## config.mk

```make
export PLATFORM = sky130hd
export DESIGN_NAME = interval_set_domain_engine_unit
export DESIGN_NICKNAME = d
export VERILOG_FILES = /design/src/design/isde_pkg.sv /design/src/design/isde_cell.sv /design/src/design/interval_set_domain_engine_unit.sv
export VERILOG_INCLUDE_DIRS = /design/src /design/src/design
export SDC_FILE = /design/constraint.sdc
export NUM_CORES = 2
export LEC_CHECK = 0
export BUFFER_PORTS_ARGS = -buffer_cell sky130_fd_sc_hd__clkbuf_2
export CAP_MARGIN = 25
export CORE_MARGIN = 4
export CORE_UTILIZATION = 45
export DETAILED_ROUTE_END_ITERATION = 16
export GPL_ROUTABILITY_DRIVEN = 0
export PLACE_DENSITY = 0.63
export SYNTH_ARGS = -nofsm -noshare
export SYNTH_HDL_FRONTEND = slang
export SYNTH_SLANG_ARGS = --single-unit
```

## constraint.sdc

```tcl
create_clock -name clk -period 14.9 [get_ports clk]
set_input_delay 2.98 -clock clk [delete_from_list [all_inputs] [get_ports clk]]
set_output_delay 2.98 -clock clk [all_outputs]
set_load 0.005 [all_outputs]
```

## src/design/interval_set_domain_engine_unit_assert.svh

```systemverilog
// Assertion macros for the interval set domain engine.
// Used by the top level; needs a clk and rst signal in scope.
`ifndef INTERVAL_SET_DOMAIN_ENGINE_UNIT_ASSERT_SVH
`define INTERVAL_SET_DOMAIN_ENGINE_UNIT_ASSERT_SVH

// same-cycle implication
`define ISDE_ASSERT_NOW(label, ante, cons) \
  label: assert property (@(posedge clk) disable iff (rst) (ante) |-> (cons)) \
    else $error("isde check failed");

// next-cycle implication
`define ISDE_ASSERT_NEXT(label, ante, cons) \
  label: assert property (@(posedge clk) disable iff (rst) (ante) |=> (cons)) \
    else $error("isde check failed");

`endif

```

## src/design/isde_pkg.sv

```systemverilog
// Shared types and constants for the interval set domain engine.
// No dependencies.
`timescale 1ns / 1ps
package isde_pkg;
  localparam int MAX_PAIRS = 16;
  localparam int DEPTH = MAX_PAIRS + 1;
  localparam int QW = $clog2(DEPTH + 1);

  localparam logic [2:0] CMD_ADD_RANGE = 3'd0;
  localparam logic [2:0] CMD_ADD_VALUE = 3'd1;
  localparam logic [2:0] CMD_SHRINK = 3'd2;
  localparam logic [2:0] CMD_QUERY = 3'd3;
  localparam logic [2:0] CMD_RELOAD = 3'd4;

  localparam logic [1:0] REG_INITIAL_LOW = 2'd0;
  localparam logic [1:0] REG_INITIAL_HIGH = 2'd1;
  localparam logic [1:0] REG_PAIR_LIMIT = 2'd2;

  typedef struct packed {
    logic signed [31:0] lo;
    logic signed [31:0] hi;
  } entry_t;

  typedef struct packed {
    logic shift;
    logic load;
  } cell_ctl_t;
endpackage

```

## src/design/isde_cell.sv

```systemverilog
// One cell of the interval queue: holds one interval.
// Depends on isde_pkg.
`timescale 1ns / 1ps
module isde_cell (
  input  logic              clk,
  input  logic              rst,
  input  isde_pkg::cell_ctl_t ctl,
  input  isde_pkg::entry_t  nbr,
  input  isde_pkg::entry_t  wdata,
  output isde_pkg::entry_t  ent
);
  always_ff @(posedge clk) begin
    if (rst) begin
      ent <= '0;
    end else if (ctl.load) begin
      ent <= wdata;
    end else if (ctl.shift) begin
      ent <= nbr;
    end
  end
endmodule

```

## src/design/interval_set_domain_engine_unit.sv

```systemverilog
// Interval set domain engine: a queue of interval cells and the pass control.
// Depends on isde_pkg, isde_cell and interval_set_domain_engine_unit_assert.svh.
//
// Usage: a request (cmd, low_value, high_value) is taken on in_valid/in_ready.
// The stored intervals live sorted in a row of cells that works as a queue.
// Each request makes one pass: every cycle but an insertion step, the head
// interval leaves cell 0, the row shifts toward it, and the rewritten interval
// (if any) joins at the tail. An insertion joins the tail without consuming.
// One request is in work at a time, and the next is taken in the cycle after
// the result posts. One result per request on out_valid/out_ready; the result
// sits in an output register, so a new request is taken while it waits. If the
// receiver stalls, the next pass finishes and holds until the register frees.
// Configuration (cfg_write, cfg_index, cfg_data) takes effect at once: the
// initial bounds clamp add-value requests and set the reload interval, and the
// pair limit caps the interval count after an add. Reset leaves one interval
// [0, 0], pair limit 16, no result pending.
`timescale 1ns / 1ps
`include "interval_set_domain_engine_unit_assert.svh"
module interval_set_domain_engine_unit (
  input  logic               clk,
  input  logic               rst,
  input  logic               cfg_write,
  input  logic [1:0]         cfg_index,
  input  logic [31:0]        cfg_data,
  input  logic               in_valid,
  output logic               in_ready,
  input  logic [2:0]         cmd,
  input  logic signed [31:0] low_value,
  input  logic signed [31:0] high_value,
  output logic               out_valid,
  input  logic               out_ready,
  output logic               is_member,
  output logic               is_empty,
  output logic               is_single,
  output logic               overflow,
  output logic signed [31:0] domain_low,
  output logic signed [31:0] domain_high,
  output logic [32:0]        element_count,
  output logic [4:0]         interval_count
);
  localparam int D = isde_pkg::DEPTH;
  localparam int QW = isde_pkg::QW;

  typedef enum logic [1:0] {M_KEEP, M_UNION, M_CLIP, M_DROP} mode_t;
  typedef enum logic {ST_IDLE, ST_RUN} state_t;

  logic signed [31:0] initial_low, initial_high;
  logic [4:0] pair_limit;

  isde_pkg::entry_t cells [D];
  isde_pkg::entry_t nbrs [D];
  isde_pkg::cell_ctl_t ctls [D];

  state_t state;
  mode_t mode;
  logic [QW-1:0] q, q_next, r, wr_pos, lim;
  logic signed [31:0] ulo, uhi, ml, mh, mv;
  logic placed, member, chk_member, unite, report;
  logic acc_any;
  logic signed [31:0] acc_first, acc_last;
  logic [32:0] acc_total;

  isde_pkg::entry_t head, edata;
  logic emit, consume, finish, hit, ovf;
  logic signed [31:0] ml_next, mh_next, vclamp;
  logic placed_next;

  assign head = cells[0];
  assign wr_pos = q - QW'(consume);
  assign q_next = q - QW'(consume) + QW'(emit);
  assign hit = (r != '0) && (mv >= head.lo) && (mv <= head.hi);

  always_comb begin
    if (pair_limit == 5'd0) begin
      lim = QW'(1);
    end else if (32'(pair_limit) > isde_pkg::MAX_PAIRS) begin
      lim = QW'(isde_pkg::MAX_PAIRS);
    end else begin
      lim = QW'(pair_limit);
    end
  end

  always_comb begin
    vclamp = low_value;
    if (vclamp < initial_low) vclamp = initial_low;
    if (vclamp > initial_high) vclamp = initial_high;
  end

  always_comb begin
    emit = 1'b0;
    consume = 1'b0;
    finish = 1'b0;
    edata = head;
    ml_next = ml;
    mh_next = mh;
    placed_next = placed;
    if (state == ST_RUN) begin
      if (r != '0) begin
        case (mode)
          M_KEEP: begin
            emit = 1'b1;
            consume = 1'b1;
          end
          M_CLIP: begin
            consume = 1'b1;
            emit = !(head.hi < ulo || head.lo > uhi);
            edata.lo = (head.lo < ulo) ? ulo : head.lo;
            edata.hi = (head.hi > uhi) ? uhi : head.hi;
          end
          M_DROP: begin
            consume = 1'b1;
          end
          M_UNION: begin
            if (placed || head.hi < ulo) begin
              emit = 1'b1;
              consume = 1'b1;
            end else if (head.lo > uhi) begin
              emit = 1'b1;
              edata.lo = ml;
              edata.hi = mh;
              placed_next = 1'b1;
            end else begin
              consume = 1'b1;
              if (head.lo < ml) ml_next = head.lo;
              if (head.hi > mh) mh_next = head.hi;
            end
          end
          default: begin
            emit = 1'b1;
            consume = 1'b1;
          end
        endcase
      end else if (!placed) begin
        emit = 1'b1;
        edata.lo = ml;
        edata.hi = mh;
        placed_next = 1'b1;
      end else begin
        finish = 1'b1;
      end
    end
  end

  assign ovf = unite && (q > lim) && !(chk_member && member);

  for (genvar i = 0; i < D; i++) begin : g_cell
    if (i < D - 1) begin : g_mid
      assign nbrs[i] = cells[i+1];
    end else begin : g_end
      assign nbrs[i] = cells[i];
    end
    assign ctls[i].shift = consume;
    assign ctls[i].load = emit && (wr_pos == QW'(i));
    isde_cell u_cell (
      .clk  (clk),
      .rst  (rst),
      .ctl  (ctls[i]),
      .nbr  (nbrs[i]),
      .wdata(edata),
      .ent  (cells[i])
    );
  end

  assign in_ready = (state == ST_IDLE);

  always_ff @(posedge clk) begin
    if (rst) begin
      initial_low <= '0;
      initial_high <= '0;
      pair_limit <= 5'd16;
    end else if (cfg_write) begin
      case (cfg_index)
        isde_pkg::REG_INITIAL_LOW: initial_low <= cfg_data;
        isde_pkg::REG_INITIAL_HIGH: initial_high <= cfg_data;
        isde_pkg::REG_PAIR_LIMIT: pair_limit <= cfg_data[4:0];
        default: ;
      endcase
    end
  end

  always_ff @(posedge clk) begin
    if (rst) begin
      state <= ST_IDLE;
      q <= QW'(1);
      out_valid <= 1'b0;
      placed <= 1'b1;
      r <= '0;
    end else begin
      if (out_valid && out_ready && !finish) out_valid <= 1'b0;
      case (state)
        ST_IDLE: begin
          if (in_valid) begin
            state <= ST_RUN;
            r <= q;
            member <= 1'b0;
            acc_any <= 1'b0;
            acc_total <= '0;
            acc_first <= '0;
            acc_last <= '0;
            ulo <= low_value;
            uhi <= high_value;
            ml <= low_value;
            mh <= high_value;
            mv <= low_value;
            chk_member <= 1'b0;
            unite <= 1'b0;
            report <= 1'b0;
            placed <= 1'b1;
            mode <= M_KEEP;
            case (cmd)
              isde_pkg::CMD_ADD_RANGE: begin
                if (high_value >= low_value) begin
                  mode <= M_UNION;
                  placed <= 1'b0;
                  unite <= 1'b1;
                end
              end
              isde_pkg::CMD_ADD_VALUE: begin
                mode <= M_UNION;
                placed <= 1'b0;
                unite <= 1'b1;
                chk_member <= 1'b1;
                ulo <= vclamp;
                uhi <= vclamp;
                ml <= vclamp;
                mh <= vclamp;
                mv <= vclamp;
              end
              isde_pkg::CMD_SHRINK: begin
                mode <= (high_value >= low_value) ? M_CLIP : M_DROP;
              end
              isde_pkg::CMD_QUERY: begin
                report <= 1'b1;
              end
              isde_pkg::CMD_RELOAD: begin
                mode <= M_DROP;
                ml <= initial_low;
                mh <= initial_high;
                placed <= !(initial_high >= initial_low);
              end
              default: ;
            endcase
          end
        end
        ST_RUN: begin
          if (finish) begin
            if (!out_valid || out_ready) begin
              out_valid <= 1'b1;
              is_member <= report && member;
              overflow <= ovf;
              if (ovf || q == '0) begin
                q <= '0;
                is_empty <= 1'b1;
                is_single <= 1'b0;
                domain_low <= '0;
                domain_high <= '0;
                element_count <= '0;
                interval_count <= '0;
              end else begin
                is_empty <= 1'b0;
                is_single <= (acc_total == 33'd1);
                domain_low <= acc_first;
                domain_high <= acc_last;
                element_count <= acc_total;
                interval_count <= 5'(q);
              end
              state <= ST_IDLE;
            end
          end else begin
            q <= q_next;
            r <= r - QW'(consume);
            placed <= placed_next;
            ml <= ml_next;
            mh <= mh_next;
            if (hit) member <= 1'b1;
            if (emit) begin
              acc_any <= 1'b1;
              if (!acc_any) acc_first <= edata.lo;
              acc_last <= edata.hi;
              acc_total <= acc_total + ({edata.hi[31], edata.hi}
                           - {edata.lo[31], edata.lo} + 33'd1);
            end
          end
        end
        default: state <= ST_IDLE;
      endcase
    end
  end

  `ISDE_ASSERT_NOW(a_store_bound, in_ready, q <= QW'(isde_pkg::MAX_PAIRS))
  `ISDE_ASSERT_NOW(a_ovf_empty, out_valid && overflow, is_empty && interval_count == 5'd0)
  `ISDE_ASSERT_NOW(a_single_bounds, out_valid && is_single, domain_low == domain_high)
  `ISDE_ASSERT_NEXT(a_busy, in_valid && in_ready, !in_ready)
endmodule
```

Word level (Yosys, flattened, before mapping). Index checks and enable logic that the tools add are counted.

Output and inout port bits: 108. Register bits after elaboration: 1508. Bits of input ports: 106.

$add $sub $neg: 6. Eq/ne operators: 41. Multiplexer cells: 128. Bitwise operators: 2. Reductions and logical operators: 71. $lt $le $gt $ge: 14.

Operator list (count): $mux 64 (37); $mux 32 (26); $pmux 32 s2 (6); $gt 32x32->1 (4); $lt 32x32->1 (4); $pmux 64 s2 (1); $mux 33 (3); $ge 32x32->1 (3); $pmux 33 s2 (1); $eq 5x4->1 const B (8); $mux 1 (37); $mux 5 (7); $add 33x1->33 const B (1); $add 33x33->33 (1); $eq 33x1->1 const B (1); $sub 32x32->33 (1); $le 32x32->1 (1); $reduce_bool 2->1 (16); $logic_and 1x1->1 (25); $eq 5x3->1 const B (4); $reduce_and 8->1 (2); $logic_not 5->1 (3); $ne 2x1->1 const B (7); $pmux 1 s2 (6); 29 further kinds (57).

Longest topological paths before layout.
Depth after elaboration: 12. Gate-level depth with buffers: 33. Mapped depth without buffers: 28.

By module. Synthesis repeated with hierarchy kept, for this count alone.

Cells, all modules: 8977. Area total of the unflattened synthesis: 87604.0 um^2.

By module, submodules not included: isde_cell (times used 17, sequential area each 1281.2 um^2, area an instance 3045.4 um^2, cells an instance 284); interval_set_domain_engine_unit (times used 1, sequential area each 11791.3 um^2, area an instance 35831.9 um^2, cells an instance 4149).

Least setup slack after synthesis. OpenSTA, ideal clock, no wires.

Kind: input -> register. Start point: input rst. End point: register domain_high[0] (enable). Stages on the path: 4. Data arrival time: 10710 ps. Slack: 3490 ps. Cell sequence: clkbuf_1 -> clkbuf_1 -> clkbuf_1 -> nor3_1.

Cells in the longest elaborated chain, start to end: 2.

RTL lines: start, declared (RTL line interval_set_domain_engine_unit.sv:21) `input logic rst,`; $not 1->1 (no line); $reduce_and 4->1 (no line); end signal, assigned (RTL line interval_set_domain_engine_unit.sv:263) `domain_high <= acc_last;`; end, declared (RTL line interval_set_domain_engine_unit.sv:37) `output logic signed [31:0] domain_high,`.

Every way passes these cells. A chain may end at the register's enable or synchronous reset.

Worst setup path after layout.
Start point: input low_value[1]. End point: register mh[14], data pin.

Cells in the longest elaborated chain, start to end: 7.

RTL lines: start, declared (RTL line interval_set_domain_engine_unit.sv:28) `input logic signed [31:0] low_value,`; $lt 32x32->1 (RTL line interval_set_domain_engine_unit.sv:85) `if (vclamp < initial_low) vclamp = initial_low;`; $mux 32 (*) (RTL line interval_set_domain_engine_unit.sv:85); $gt 32x32->1 (RTL line interval_set_domain_engine_unit.sv:86) `if (vclamp > initial_high) vclamp = initial_high;`; $mux 32 (*) (RTL line interval_set_domain_engine_unit.sv:86); $pmux 32 s2 (*) (RTL line interval_set_domain_engine_unit.sv:210) `case (cmd)`; $mux 32 (*) (RTL line interval_set_domain_engine_unit.sv:192) `if (in_valid) begin`; $pmux 32 s2 (*) (RTL line interval_set_domain_engine_unit.sv:190) `case (state)`; end signal, assigned (RTL line interval_set_domain_engine_unit.sv:203) `mh <= high_value;`; end signal, assigned (RTL line interval_set_domain_engine_unit.sv:226) `mh <= vclamp;`; end signal, assigned (RTL line interval_set_domain_engine_unit.sv:238) `mh <= initial_high;`; end, declared (RTL line interval_set_domain_engine_unit.sv:57) `logic signed [31:0] ulo, uhi, ml, mh, mv;`.

Every way passes the cells marked *; elsewhere a longest branch is shown, timed or not. The select of a mux whose other input is x is not followed.

==> results.ini <==
[power]
p_leak_uw = 0.0347
total_power_uw = 11300
powerDensity_nw_per_um2 = 128
ir_drop_mv = 0.123

[critical_path]
worstPathMaxFanout = 32
r2r_start = g_cell[0].u_cell.ent[31]$_SDFFE_PP0P_
critPathRequiredTime_ns = 15.41
endpoint_kind = flip-flop
cp.arrival_ns = 10.45
reg2reg_depth = 26
cp-start-kind = input pin
critPathLaunch = low_value[1]
crit_type = in2reg

[floorplanning]
die_area_um2 = 186000
die_y_um = 432
rows = 155
core_area_um2 = 178000
io_pins = 214
die_w_um = 432
start_util = 0.452

[final_layout]
fillers = 16907
mostFrequentLayoutCells = nand2_1, nor2_1, dfxtp_1
drive_above_1_share = 0.0815
area_growth_pct = 8.87
final_common_cell = nand2_1
nets = 9868
final_cell_area_um2 = 87900
final_util = 0.493

[hold_path]
hp-class = reg2reg
hp-start = g_cell[2].u_cell.ent[2]$_SDFFE_PP0P_
holdPathStages = 2

[synthesis]
syn_inst = 9711
ys_seq_area_frac = 0.416
post_synth_num_cell_types = 83
synth_flop_cell = dfxtp_1
synth_seq_cells = 1508
synth_area_per_cell_um2 = 8.31
synth-edff-count = 338
synth_area_um2 = 80700
yosysWarnings = 0
async_flop_share = 0
synth_nets = 10214

[timing]
setup_violations = 0
finalHoldViolations = 0
worstMarginPinSlew_ns = 1.20
tns_ns = 0
fin_crit_ns = 9.94
grt_setup_unrepaired = no
relSlewSlack = 0.180
finClkSkew_ns = 0.0617
fmax_mhz = 101
fin_crit_sh = 0.667
slew_viol_final = 0

[clocking]
postCtsSetupRepairBufs = 0
numCtsBuffers = 162
cts_root_buf = clkbuf_16
cts_resized = 0
cts.sinks = 1508
htreeDepth = 4
cts_hold_buf = 0
cts_tree = yes
clock_path_buffers = 3
clkSlewWorstSetupHoldPaths_ns = 0.06
insertion_delay_ns = 0.85

[grt]
grt_pass1_vias = 68020
overflow = 0
grt_first_pass_wirelength_mm = 408
gr-usage-met1 = 0.361
antenna_found_initial = 15
grt-busiest-layer = met2
grt_use_met2 = 0.425
use_met3 = 0.0779
track_usage = 0.278
grt_max_degree = 235

[drt]
drtIter0Drc = 8533
drc_errors = 0
wire_per_inst_um = 22.7
antenna_left = 0
via_per_inst = 6.11
drt_wl_total_mm = 270
vias = 72493
first_pass_iters = 11

[run_status]
status = finished, final reports clean

[placement]
place_hpwl_mm = 179
port_buffers = 213
placed_cell_area_um2 = 82300

[run]
maxCapViolCount = 0

## layout make-up
cell class,instances,area (µm²),area share
diodes,7,17.5,0.000199
clock buffers,234,4630,0.0527
clock inverters,66,759,0.00864
inverters,371,1400,0.0159
multi-input cells,6962,42000,0.478
flip-flops and latches,1508,33600,0.382
well taps,2355,2950,0.0335
repair buffers,360,2500,0.0285
## synth_stat cells (30+ instances only)
library cell	number	share of area
nand4_1	80	0.0062
nand2_1	2073	0.096
dfxtp_1	1170	0.29
a21oi_2	31	0.0034
ha_1	365	0.057
o31ai_1	36	0.0033
o31a_1	32	0.0035
a211oi_1	204	0.019
a31oi_1	38	0.0029
a311oi_1	836	0.091
and2_1	75	0.0058
nor3_1	35	0.0022
o221ai_1	64	0.0069
nor2_1	1446	0.067
edfxtp_1	338	0.13
o21ai_0	254	0.016
a21oi_1	327	0.020
o211ai_1	41	0.0038
buf_4	111	0.010
inv_1	369	0.017
nor2b_1	37	0.0029
nand3_1	76	0.0047
or2_2	58	0.0045
mux2i_1	456	0.057
o21a_1	58	0.0054
buf_1	30	0.0014
nand2b_1	30	0.0023
a21o_1	102	0.0095
buf_2	173	0.011
fa_1	32	0.0079
clkbuf_1	545	0.025
## final timing paths
| check | to | slack [ns] |
|---|---|---|
| max reg2reg | acc_total[32]$_SDFFCE_PN0P_ | 5.66 |
| max | mh[14]$_DFFE_PP_ | 4.96 |
| min reg2reg | g_cell[1].u_cell.ent[2]$_SDFFE_PP0P_ | 0.45 |
| min | g_cell[1].u_cell.ent[2]$_SDFFE_PP0P_ | 0.45 |
## through the flow
stage / hold slack, ns / setup WS (ns) / instances
2_1_floorplan: 0.442 / 3.49 / 9711
3_3_place_gp: 0.458 / 4.27 / 11539
3_5_place_dp: 0.464 / 4.34 / 11545
4_1_cts: 0.459 / 5.13 / 11845
5_1_grt: 0.486 / 4.73 / 11856
6_report: 0.447 / 4.96 / 11863
## worst max-delay path, stage by stage
cell and delay, ns:
clkbuf_2 0.10, ha_1 0.30, a21o_1 0.15, a21o_1 0.17, a21o_1 0.18, a21o_1 0.19, a2111oi_0 0.51, o21ai_0 0.36
a31oi_1 0.41, mux2i_4 0.30, buf_4 0.51, mux2i_1 0.33, ha_1 0.29, nor2b_1 0.14, o21a_1 0.16, o21a_1 0.17
o21a_1 0.17, o21a_1 0.17, o21a_1 0.17, o211ai_1 0.26, a31oi_1 0.23, a2111o_1 0.45, mux2_1 0.55, buf_4 0.54
mux2i_1 0.40, o221ai_1 0.20
## logic make-up (layout without fill, tap and decap cells)
kind of cell,Yosys count,in the layout,share of synthesized area
AND/OR/NAND/NOR,3959,3959,0.197
buffers and inverters,1241,1031,0.0664
flip-flops,1508,1508,0.416
AO/OA/AOI/OAI,2111,2111,0.196
other,0,7,0
XOR/XNOR,32,32,0.00347
adder cells (fa/ha/maj),397,397,0.0645
multiplexers,463,463,0.0575
## layer usage
layer / wire length, µm / part of all wire
met5: 723 / 0.0027
met4: 14800 / 0.055
met3: 25900 / 0.096
met2: 118000 / 0.44
met1: 110000 / 0.41
## sequential cells by signal (all words and copies together) (netlist names), 32 cells and up
| name | cells |
|---|---|
| acc_first | 32 |
| initial_low | 32 |
| element_count | 33 |
| mh | 32 |
| domain_high | 32 |
| initial_high | 32 |
| uhi | 32 |
| domain_low | 32 |
| acc_total | 33 |
| ml | 32 |
| acc_last | 32 |
| g_cell.u_cell.ent | 1088 |
| mv | 32 |
## power by group
part	switching [µW]	internal [µW]	leakage, µW	total, µW
Sequential	142	4350	0.0126	4490
Clock	1800	2340	0.00262	4140
Combinational	1830	805	0.0195	2630
Total	3770	7490	0.0347	11300
Power figures use the tool's default switching activity.
